### config.mk
export PLATFORM = sky130hd
export DESIGN_NAME = wcs_cell
export DESIGN_NICKNAME = d
export VERILOG_FILES = /design/src/rtl/wcs_pkg.sv /design/src/rtl/wcs_cell.sv
export SDC_FILE = /design/constraint.sdc
export NUM_CORES = 1
export LEC_CHECK = 0
export BUFFER_PORTS_ARGS = -buffer_cell sky130_fd_sc_hd__buf_4
export CAP_MARGIN = 20
export CORE_AREA = 5 5 170 172
export CTS_CLUSTER_DIAMETER = 30
export DETAILED_ROUTE_END_ITERATION = 8
export DIE_AREA = 0 0 175 177
export HOLD_SLACK_MARGIN = 0.12
export SLEW_MARGIN = 30
export SYNTH_ARGS = -nofsm -noshare
export SYNTH_HDL_FRONTEND = slang
export SYNTH_SLANG_ARGS = --single-unit
### constraint.sdc
create_clock -name clock -period 8 [get_ports clock]
set_input_delay 1.2 -clock clock [delete_from_list [all_inputs] [get_ports clock]]
set_output_delay 1.2 -clock clock [all_outputs]
set_load 0.01 [all_outputs]
### src/rtl/wcs_pkg.sv
// shared types and constants of the winnowing cut selector
`default_nettype none

package wcs_pkg;

   localparam int POS_BITS        = 32;
   localparam int HASH_FIELD_BITS = 64;
   localparam int CFG_BITS        = 5;

   localparam logic [CFG_BITS-1:0] CFG_WINDOW_RESET = 5'd4;
   localparam logic [POS_BITS-1:0] POS_MAX          = 32'hFFFF_FFFF;

   typedef enum logic [2:0] {
      ST_IDLE,
      ST_EVAL,
      ST_MARK,
      ST_POP,
      ST_FLUSH
   } state_type;

   // per-cycle commands broadcast to every cell
   typedef struct packed {
      logic push;
      logic new_mark;
      logic pop;
      logic set_mark;
   } cell_ctl_type;

endpackage

`default_nettype wire

### src/rtl/wcs_cell.sv
// one window cell: holds a hash, its cut mark and stream position, and one stage of the min token
`default_nettype none

module wcs_cell #(
   parameter int HASH_BITS  = 64,
   parameter int MAX_WINDOW = 16,
   parameter int INDEX      = 0,
   localparam int CNT_BITS  = $clog2(MAX_WINDOW + 1),
   localparam int IDX_BITS  = (MAX_WINDOW > 1) ? $clog2(MAX_WINDOW) : 1
) (
   input  wire                        clock,
   input  wire  wcs_pkg::cell_ctl_type ctl,
   input  wire  [CNT_BITS-1:0]        fill,
   input  wire  [CNT_BITS-1:0]        start,
   input  wire  [IDX_BITS-1:0]        set_idx,
   input  wire  [HASH_BITS-1:0]       push_hash,
   input  wire  [wcs_pkg::POS_BITS-1:0] push_pos,
   // neighbour on the newer side
   input  wire  [HASH_BITS-1:0]       nb_hash,
   input  wire                        nb_mark,
   input  wire  [wcs_pkg::POS_BITS-1:0] nb_pos,
   input  wire  [HASH_BITS-1:0]       nb_tok_min,
   input  wire  [IDX_BITS-1:0]        nb_tok_idx,
   input  wire                        nb_tok_multi,
   input  wire                        nb_tok_mark,
   output logic [HASH_BITS-1:0]       hash,
   output logic                       mark,
   output logic [wcs_pkg::POS_BITS-1:0] pos,
   output logic [HASH_BITS-1:0]       tok_min,
   output logic [IDX_BITS-1:0]        tok_idx,
   output logic                       tok_multi,
   output logic                       tok_mark
);
   import wcs_pkg::*;

   localparam logic [CNT_BITS-1:0] MY_POS  = CNT_BITS'(INDEX);
   localparam logic [CNT_BITS-1:0] MY_NEXT = CNT_BITS'(INDEX + 1);
   localparam logic [IDX_BITS-1:0] MY_IDX  = IDX_BITS'(INDEX);

   logic [HASH_BITS-1:0] hash_ff, hash_in;
   logic                 mark_ff, mark_in;
   logic [POS_BITS-1:0]  pos_ff, pos_in;
   logic [HASH_BITS-1:0] tmin_ff, tmin_in;
   logic [IDX_BITS-1:0]  tidx_ff, tidx_in;
   logic                 tmulti_ff, tmulti_in;
   logic                 tmark_ff, tmark_in;

   // entry storage: shift on pop, load on push, set on mark
   always_comb begin
      hash_in = hash_ff;
      mark_in = mark_ff;
      pos_in  = pos_ff;
      if (ctl.pop) begin
         hash_in = nb_hash;
         mark_in = nb_mark;
         pos_in  = nb_pos;
      end else if (ctl.push && (fill == MY_POS)) begin
         hash_in = push_hash;
         mark_in = ctl.new_mark;
         pos_in  = push_pos;
      end else if (ctl.set_mark && (set_idx == MY_IDX)) begin
         mark_in = 1'b1;
      end
   end

   // min token, travelling from the newest entry towards cell 0
   always_comb begin
      tmin_in   = nb_tok_min;
      tidx_in   = nb_tok_idx;
      tmulti_in = nb_tok_multi;
      tmark_in  = nb_tok_mark;
      if (fill == MY_NEXT) begin
         tmin_in   = hash_ff;
         tidx_in   = MY_IDX;
         tmulti_in = 1'b0;
         tmark_in  = mark_ff;
      end else if (MY_POS >= start) begin
         if (hash_ff < nb_tok_min) begin
            tmin_in   = hash_ff;
            tidx_in   = MY_IDX;
            tmulti_in = 1'b0;
            tmark_in  = mark_ff;
         end else if (hash_ff == nb_tok_min) begin
            tmulti_in = 1'b1;
            tmark_in  = nb_tok_mark | mark_ff;
         end
      end
   end

   always_ff @(posedge clock) begin
      hash_ff   <= hash_in;
      mark_ff   <= mark_in;
      pos_ff    <= pos_in;
      tmin_ff   <= tmin_in;
      tidx_ff   <= tidx_in;
      tmulti_ff <= tmulti_in;
      tmark_ff  <= tmark_in;
   end

   assign hash      = hash_ff;
   assign mark      = mark_ff;
   assign pos       = pos_ff;
   assign tok_min   = tmin_ff;
   assign tok_idx   = tidx_ff;
   assign tok_multi = tmulti_ff;
   assign tok_mark  = tmark_ff;

endmodule

`default_nettype wire

==> results of run 1 <==
## power groups by stage
stage,Clock [mW],Combinational [mW],Sequential (mW)
final,0.863,0.479,1.04
after global routing,0.927,0.524,1.05
after CTS,0.895,0.489,1.04
after detailed placement,0,0.486,1.06
after global placement,0,0.483,1.06
after floorplan,0,0.174,1.08
## cells by family (layout without fill, tap and decap cells)
family	after synthesis	after routing	synth area share (%)
and+or+nand+nor	72	72	4.92
buffers and inverters	86	551	4.51
DFF	167	167	52.7
adders and majority gates	64	64	9.78
muxes	161	161	24.3
AOI/OAI and AO/OA	53	53	3.80
## cell usage after synthesis, types with 4 or more instances
cell	count	share of area, %
buf_6	6	0.82
and2_1	5	0.38
nand2_1	21	0.96
mux2_2	112	15
dfxtp_1	70	17
nand3_1	7	0.43
nor2_1	7	0.32
a21oi_1	29	1.8
a221oi_1	4	0.43
nand4_1	14	1.1
edfxtp_1	97	36
inv_1	68	3.1
mux2_4	48	8.8
clkbuf_1	9	0.41
ha_1	64	9.8
o21ai_0	8	0.49
## how the worst max path moves through the flow
stage	endpoint	startpoint	slack, ns	cells after the start
final	tok_min[39]	nb_tok_min[54]	3.73	11
after global routing	tok_min[44]	nb_tok_min[54]	3.49	11
after CTS	tok_min[57]	nb_tok_min[54]	3.62	11
after detailed placement	tok_min[31]	nb_tok_min[54]	3.16	11
after global placement	tok_min[26]	nb_tok_min[54]	3.16	11
after floorplan	hash[0]	ctl[1]	3.80	4
## flip-flops by register name (all words and copies together), names as in the netlist
register,cells
hash,64
mark,1
pos,32
tok_idx,4
tok_mark,1
tok_min,64
tok_multi,1
## cells in the final DEF, fill, tap and decap left out, drive strengths merged, types with 2 or more instances in the layout
| master | instances |
|---|---|
| nor4 | 5 |
| nand3 | 7 |
| or4 | 2 |
| nand2b | 3 |
| clkinv | 3 |
| dfxtp | 70 |
| a221oi | 4 |
| nor3 | 3 |
| clkbuf | 17 |
| o21ai | 8 |
| mux2 | 160 |
| a21oi | 29 |
| a31oi | 3 |
| bufinv | 2 |
| and4 | 2 |
| buf | 451 |
| nor2 | 7 |
| edfxtp | 97 |
| nand4 | 15 |
| and2 | 5 |
| inv | 77 |
| nand2 | 21 |
| ha | 64 |
## worst register-to-register path: cells and delay by family (launching register included)
kind	cells	cell delay, ns
AOI/OAI and AO/OA	2	0.90
adders and majority gates	1	0.36
buffers and inverters	1	0.41
DFF	1	0.44
muxes	1	0.39
and+or+nand+nor	4	1.24
## final cells by class
type	count	area share, %
multi-input cells	350	28.1
repair buffers	451	27.1
clock inverters	15	1.48
clock buffers	17	3.40
well taps	346	3.46
flip-flops and latches	167	34.5
inverters	68	2.06
## routing by layer
metal | wire length [um] | track usage, % | vias up
li1 | - | - | 3108
met1 | 10100 | 18.2 | 2944
met2 | 14000 | 30.3 | 240
met3 | 1850 | 5.58 | 22
met4 | 445 | 3.93 | 0
met5 | 0 | 0 | -
## metrics by stage
stage | std cells | hold WS, ns | setup WS (ns) | util (%)
4_1_cts | 1414 | 0.546 | 3.62 | 45.8
5_1_grt | 1414 | 0.560 | 3.49 | 45.8
2_1_floorplan | 603 | 0.573 | 3.80 | -
3_3_place_gp | 1382 | 0.528 | 3.16 | 43.6
3_5_place_dp | 1382 | 0.535 | 3.16 | 43.6
6_report | 1414 | 0.547 | 3.73 | 45.8
==> results.md, run 1 <==
* Distinct cells, synth at 39
* Cells after Synth at 603
* Clock power share at 36.3%
* Worst-Margin Slew at around 0.84 ns
* H-tree Lvls at 4
* Hold_buf cts at 0
* Die height at 177 um
* Net Sw Power at 0.630 mW
* Num ports at 449
* Multi-input gate area at 3510 um2
* PwrDens at 190 nW/um2
* FF-to-FF setup slack at 4.16 ns
* Tot Pwr at between 2 and 2.5 mW
* Arr. time, crit path at 4.58 ns
* Crit-path slowest cell: nor3_1
* Post-synth EDFFs at 97
* Reg2Reg Depth at 9
* Vias in the first global route at 6705
* Switch share at between 20% and 30%
* Post-Syn Nets at ~950
* TNS Setup at 0 ns
* GRT Resource Usage Total at 16.4%
* Worst EP required at 8.31 ns
* PostCTS Resize Cnt at 0
* Sequential cell area at between 4000 and 5000 um2
* Max-slew headroom at between 40 and 50%
* Root Buffer: clkbuf_16
* CTS sink cnt at 167
* Post-Syn Area per Cell at 13.6 um2
* Vias per cell at 4.47
* RR Startpoint: hash[54]
* Fmax at 0.234 GHz
* Clock tree buffer depth at 2
* Global placement routability congestion at 0.803
* Placed Area at 11900 um2
* ANT nets after route at 0
* Antenna cells at 0
* Crit path kind: input port to register
* Die width at 175 um
* CP cell instances: buf_4 > inv_1 > ha_1 > nand4_1 > nor3_1 > nand4_1 > a31oi_1 > nor4_2 > a21o_4 > buf_4 > mux2_4
* Clock Skew at about 0.014 ns
* Routed WL at 26400 um
* Largest net degree at the start of global routing at 63
* Minimum clock period at 4.27 ns
* Number of buffers created by CTS at 17
* Slew Limit Fails at 0
* Reg clk slew, reported paths at 0.07 ns
* Endpoints failing setup at 0
* Fillcell total at roughly 2600
* Via count at 6314
* Pint at 1.75 mW
* Async set-reset flop share out of synthesis at 0%
* Buffers and inverters on the worst path at 3
* Hold depth at 1
* Pre-Repair DR Iteration Count at 4
* Final Hold Vio Count at 0
* Status: finished, final reports clean
* Post-DP HPWL at 21600 um
* Initial drt markers at 178
* Hold/Removal Path Class: register to register
* Final non-filler cell area at 12500 um2
* Flop pwr share at 43.6%
* Initial antenna violation count at 0
* Crit Path Max Fanout at 33
* RSZ-0062 raised after global routing: false
* Area grow syn2layout at 52.8%
* First-pass GRT wire length at between 30000 and 40000 um
* #FFs+latches synth at 167
* Gr ovfl total at 0
* Final period util at a little over half
* Worst-Skew Late Latency at 0.42 ns
* WHS Endpoint: tok_min[20]
* Leak Pwr at 5.85 nW
* HP Start: hash[20]
* Mapped Area at 8190 um2
* I/O Buffers at 448
* CP peak stage delay at 0.58 ns
* # rows at 61
* Family with the most delay on the worst path: simple AND/OR/NAND/NOR gates
* Initial Util at 30.0%
* Maximum vdd drop at approximately 0.18 mV
* Yosys warns at 0
* Core ar. at 27300 um2
* Share of layout cells above drive strength 1 at between 60% and 70%
* R2r endpoint: tok_min[39]
* Sequential fraction of the synthesis area at 52.7%
* TritonCTS clock tree: done
* Main synth FF type: edfxtp_1
* Net count, final at 1401
* Combinational Power Share at 20.1%
* Max-Cap Viols at 0
* DRC viols at 0
* DR WL/cell at about 19 um
* Startpoint types: input port
* Die ar. at around 31000 um2
* Crit. End Element: register
* Setup bufs post-CTS at 0
(Power assumes the default switching activity.)
==> run 2, diff against run 1 <==
Settings changed: CORE_AREA 5 5 170 172 to 5 5 172 174, DIE_AREA 0 0 175 177 to 0 0 177 179.
Clock period 8 ns to 4.2 ns, I/O delays scaled along.
==> run 2 against run 1 <==
Compared with the run above: total power up 88%; clock power increased by 82%; global-route usage grew 0.33 points; largest power group unchanged; combinational power grew 93%; cell area rose by 0.54%; clock skew is 0.0033 ns lower.
==> results.md, run 2 (synthesis results as in run 1) <==
* Core ar. at 27600 um2
* Post-DP HPWL at 22600 um
* Routed WL at 27400 um
* Fmax at 0.297 GHz
* Status: finished, final reports clean
* Crit. End Element: register
* Die ar. at 31700 um2
* Family with the most delay on the worst path: compound AO/OA/AOI/OAI gates
* Worst setup margin at 0.833 ns
* Area grow syn2layout at 53.6%
* H-tree Lvls at 4
* Sequential cell area at 4310 um2
* Final Hold Vio Count at 0
* Worst-Margin Slew at 0.731 ns
* Buffers and inverters on the worst path at 1
* Die height at between 150 and 200 um
* # rows at 61
* Hold_buf cts at 0
* CP cell instances: ha_1 > a21oi_1 > o21ai_0 > a221oi_1 > a31oi_1 > nor4_2 > a21o_4 > buf_4 > mux2_4
* Metal-1 WL at 10200 um
* Minimum clock period at 3.37 ns
* RSZ-0062 raised after global routing: false
* Crit Path Max Fanout at 20
* Final period util at 80.2%
* Share of layout cells above drive strength 1 at 60.6%
* Vias in the first global route at 6839
* Fillcell total at 2635
* GRT Resource Usage Total at 16.7%
* Gr ovfl total at 0
* DR WL met2 at 14800 um
* Reg clk slew, reported paths at ~0.07 ns
* Number of buffers created by CTS at 17
* Worst EP required at around 4.5 ns
* Slew Limit Fails at 0
* Startpoint types: register
* Highest metal used: met4
* Clock Skew at 0.0104 ns
* Crit path kind: register to register
* Clock tree buffer depth at 2
* PwrDens at approximately 360 nW/um2
* Arr. time, crit path at 3.67 ns
* Max-Cap Viols at 0
* CTS sink cnt at 167
* First-pass GRT wire length at roughly 40000 um
* Met3 wire len at ~2100 um
* Most common cell after layout, fill and taps aside: buf_4
* Hold/Removal Path Class: input port to register
* Initial antenna violation count at 0
* Commonest cells after routing, fill and taps aside: buf_4 (452), mux2_2 (112), edfxtp_1 (97), dfxtp_1 (70), inv_1 (67)
* TritonCTS clock tree: done
* Pre-Repair DR Iteration Count at 4
* Initial drt markers at 203
* PostCTS Resize Cnt at 0
* DR WL/cell at 18.9 um
* CP peak stage delay at between 0.5 and 0.6 ns
* Max-slew headroom at 51.3%
* Net count, final at ~1400
* ANT nets after route at 0
* Endpoints failing setup at 0
* Die width at 177 um
* Maximum vdd drop at between 0.2 and 0.25 mV
* Antenna cells at 0
* Root Buffer: clkbuf_16
* Initial Util at roughly 30%
* Crit-path slowest cell: a221oi_1
* Pre-CTS setup slack at 0.479 ns
* Largest net degree at the start of global routing at 64
* Worst-Skew Late Latency at about 0.42 ns
* Vias per cell at 4.36
* Setup bufs post-CTS at 0
* Via count at 6325
* Num ports at between 400 and 500
* DRC viols at 0
* Leak Pwr at 5.86 nW
* Global placement routability congestion at a little under 0.8
* TNS Setup at 0 ns
* I/O Buffers at 448
* Multi-input gate area at 3510 um2
-- run 2: report_power, final --
part	internal, mW	switching, mW	leakage, nW
sequential	1.89	0.0861	1.54
combinational	0.538	0.387	4.04
clock	0.838	0.729	0.281
total	3.27	1.20	5.86
-- run 2: final timing paths --
path	start	end	slack, ns	cells after the start
setup / recovery	hash[7]	tok_min[47]	0.83	9
hold / removal	nb_tok_idx[1]	tok_idx[1]	0.42	2
setup reg to reg	hash[7]	tok_min[47]	0.83	9
hold reg to reg	hash[39]	tok_min[39]	0.55	1
-- run 2: layout make-up --
cell class | count | share of cell area, %
flip-flops and latches | 167 | 34.3
multi-input cells | 350 | 27.9
repair buffers | 455 | 27.4
well taps | 378 | 3.76
clock buffers | 18 | 3.41
inverters | 68 | 2.05
clock inverters | 14 | 1.12
-- run 2: metal layers --
layer / vias to the layer above / track usage, %
met3: 13 / 5.55
met5: - / 0
met4: 0 / 4.09
met2: 246 / 31.3
met1: 2953 / 18.2
li1: 3113 / -
-- run 2: metrics by stage --
stage	total power, mW	cells	instance area, um2	util, %	hold WS [ns]
after detailed placement	2.96	1418	12000	43.5	0.528
after CTS	4.54	1450	12600	45.5	0.393
final	4.47	1450	12600	45.5	0.417
after global routing	4.69	1450	12600	45.5	0.398
after global placement	2.94	1418	12000	43.5	0.515
after floorplan	2.40	603	8190	-	0.573
==> run 3, diff against run 2 <==
Settings changed: CORE_AREA 5 5 172 174 to 5 5 170 172, DIE_AREA 0 0 177 179 to 0 0 175 177.
Clock period 4.2 ns to 2.8 ns, I/O delays scaled along.
==> run 3 against run 2 <==
Compared with the run above: the run now ends with setup timing left; sequential share of layout area fell by 2.4 points; worst setup slack got worse by 1.0 ns; flip-flop and latch count did not move; die area fell by 2.2%; critical path depth rose by 2; register-to-register slack got worse by 1.0 ns; highest routed layer unchanged; sequential power rose by 48%.
==> results.md, run 3 (synthesis results as in run 1) <==
* Status: complete, but fails checks
* Violated checks: setup timing
* Area grow syn2layout at 65.1%
* Clock tree buffer depth at 2
* Vias in the first global route at 7171
* Placed Area at roughly 13000 um2
* Maximum vdd drop at 0.268 mV
* Worst EP required at slightly above 3 ns
* Critical path destination: tok_min[56]
* Worst setup margin at -0.173 ns
* Antenna cells at 0
* Net count, final at 1494
* Metal-1 WL at about 10000 um
* Family with the most delay on the worst path: simple AND/OR/NAND/NOR gates
* Root Buffer: clkbuf_16
* Initial drt markers at 194
* Routed WL at 27800 um
* Commonest cells after routing, fill and taps aside: buf_4 (529), mux2_2 (110), edfxtp_1 (97), dfxtp_1 (70), inv_1 (67)
* Arr. time, crit path at ~3.3 ns
* Final period util at 106%
* TNS Setup at -8.17 ns
* Fillcell total at 2530
* Hold/Removal Path Class: input port to register
* Crit path kind: register to register
* Final Hold Vio Count at 0
* ANT nets after route at 0
* R2r endpoint: tok_min[56]
* Vias per cell at 4.43
* Largest net degree at the start of global routing at 51
* Die height at around 180 um
* I/O Buffers at 448
* Finished Layout Cells at 1507
* DRC viols at 0
* First-pass GRT wire length at ~41000 um
* Final non-filler cell area at roughly 14000 um2
* CTS sink cnt at 167
* Share of layout cells above drive strength 1 at 65.3%
* Cell count after placement at 1462
* Highest metal used: met4
* Die ar. at 31000 um2
* Tot Pwr at 6.82 mW
* GRT Resource Usage Total at between 10% and 20%
* Max-slew headroom at 63.3%
* Met3 wire len at 2080 um
* Worst-Skew Late Latency at approximately 0.42 ns
* TritonCTS clock tree: done
* Clock Skew at 0.0128 ns
* Crit-path slowest cell: edfxtp_1
* Worst-Margin Slew at 0.545 ns
* Initial antenna violation count at 0
* Max-Cap Viols at 0
* Via count at 6677
* Reg clk slew, reported paths at roughly 0.08 ns
* Endpoints failing setup at 64
* FF-to-FF setup slack at -0.17 ns
* CP peak stage delay at between 0.4 and 0.5 ns
* Buffers and inverters on the worst path at 3
* DR WL met2 at 15000 um
* Pre-Repair DR Iteration Count at 4
* DR WL/cell at 18.4 um
* Post-DP HPWL at 22800 um
* Global placement routability congestion at just over 0.8
* Crit. End Element: register
* CP cell instances: ha_4 > nand4_1 > nor4_4 > nand4_1 > a31oi_1 > buf_4 > nor4_4 > a21o_4 > buf_12 > buf_16 > mux2_4
* PwrDens at approximately 500 nW/um2
* Slew Limit Fails at 0
* Leak Pwr at ~6.4 nW
* Most common cell after layout, fill and taps aside: buf_4
* H-tree Lvls at 4
* Crit. Startpoint: hash[43]
* Core ar. at 27300 um2
* Critical Path Stages at 11
* Fmax at between 0.3 and 0.4 GHz
* Die width at 175 um
* # rows at 61
* Reg2Reg Depth at 11
* Num ports at 449
* RSZ-0062 raised after global routing: true
* Number of buffers created by CTS at 17
* Crit Path Max Fanout at 8
* Initial Util at about 30%
* RR Startpoint: hash[43]
* Gr ovfl total at 0
* Startpoint types: register
* Minimum clock period at 2.97 ns
[run 3: layout make-up]
| class | instances | area, um2 | area share [%] |
|---|---|---|---|
| Clock inverter | 13 | 115 | 0.851 |
| Clock buffer | 19 | 433 | 3.20 |
| Inverter | 68 | 259 | 1.91 |
| Tap cell | 346 | 433 | 3.20 |
| Timing Repair Buffer | 544 | 4280 | 31.7 |
| Multi-Input combinational cell | 350 | 3690 | 27.3 |
| Sequential cell | 167 | 4310 | 31.9 |
[run 3: how the worst min path moves through the flow]
stage | start | to | slack, ns | cells after the start
finish | nb_tok_idx[1] | tok_idx[1] | 0.21 | 2
global route | nb_tok_idx[0] | tok_idx[0] | 0.19 | 2
CTS | nb_tok_idx[2] | tok_idx[2] | 0.18 | 2
detailed placement | hash[24] | tok_min[24] | 0.53 | 1
global placement | hash[47] | tok_min[47] | 0.52 | 1
floorplan | nb_tok_multi | tok_multi | 0.54 | 2
[run 3: power breakdown]
group	total (mW)	internal [mW]	switching, mW
Clock	2.25	1.17	1.08
Combinational	1.64	0.974	0.665
Sequential	2.93	2.84	0.0984
[run 3: through the flow]
step / util (%) / setup WS [ns] / hold WS [ns]
3_5_place_dp: 46.1 / -0.616 / 0.529
6_report: 49.5 / -0.173 / 0.210
4_1_cts: 49.2 / -0.176 / 0.182
3_3_place_gp: 46.1 / -0.607 / 0.524
5_1_grt: 49.5 / -0.299 / 0.192
2_1_floorplan: - / 0.0204 / 0.537
[run 3: metal layers]
metal	global-route usage (%)	vias up
met3	6.22	23
met2	32.1	246
met4	4.29	0
li1	-	3299
met5	0	-
met1	18.4	3109
[run 3: worst reg2reg max path: cells and delay by family (launching register included)]
kind | cells | cell delay [ns]
adder cells (fa/ha/maj) | 1 | 0.30
multiplexers | 1 | 0.30
AO/OA/AOI/OAI | 2 | 0.51
buffers and inverters | 3 | 0.47
flip-flops | 1 | 0.44
AND/OR/NAND/NOR | 4 | 0.85
[run 3: timing repair]
action                                  4_1_cts  5_1_grt
endpoints found under the setup margin       70       66
buffers inserted                              7        5
hold endpoints to repair                      0        0
pin swaps                                    10        6
gates cloned                                  4        0
hold buffers                                  0        0
gates resized for setup                      19       12
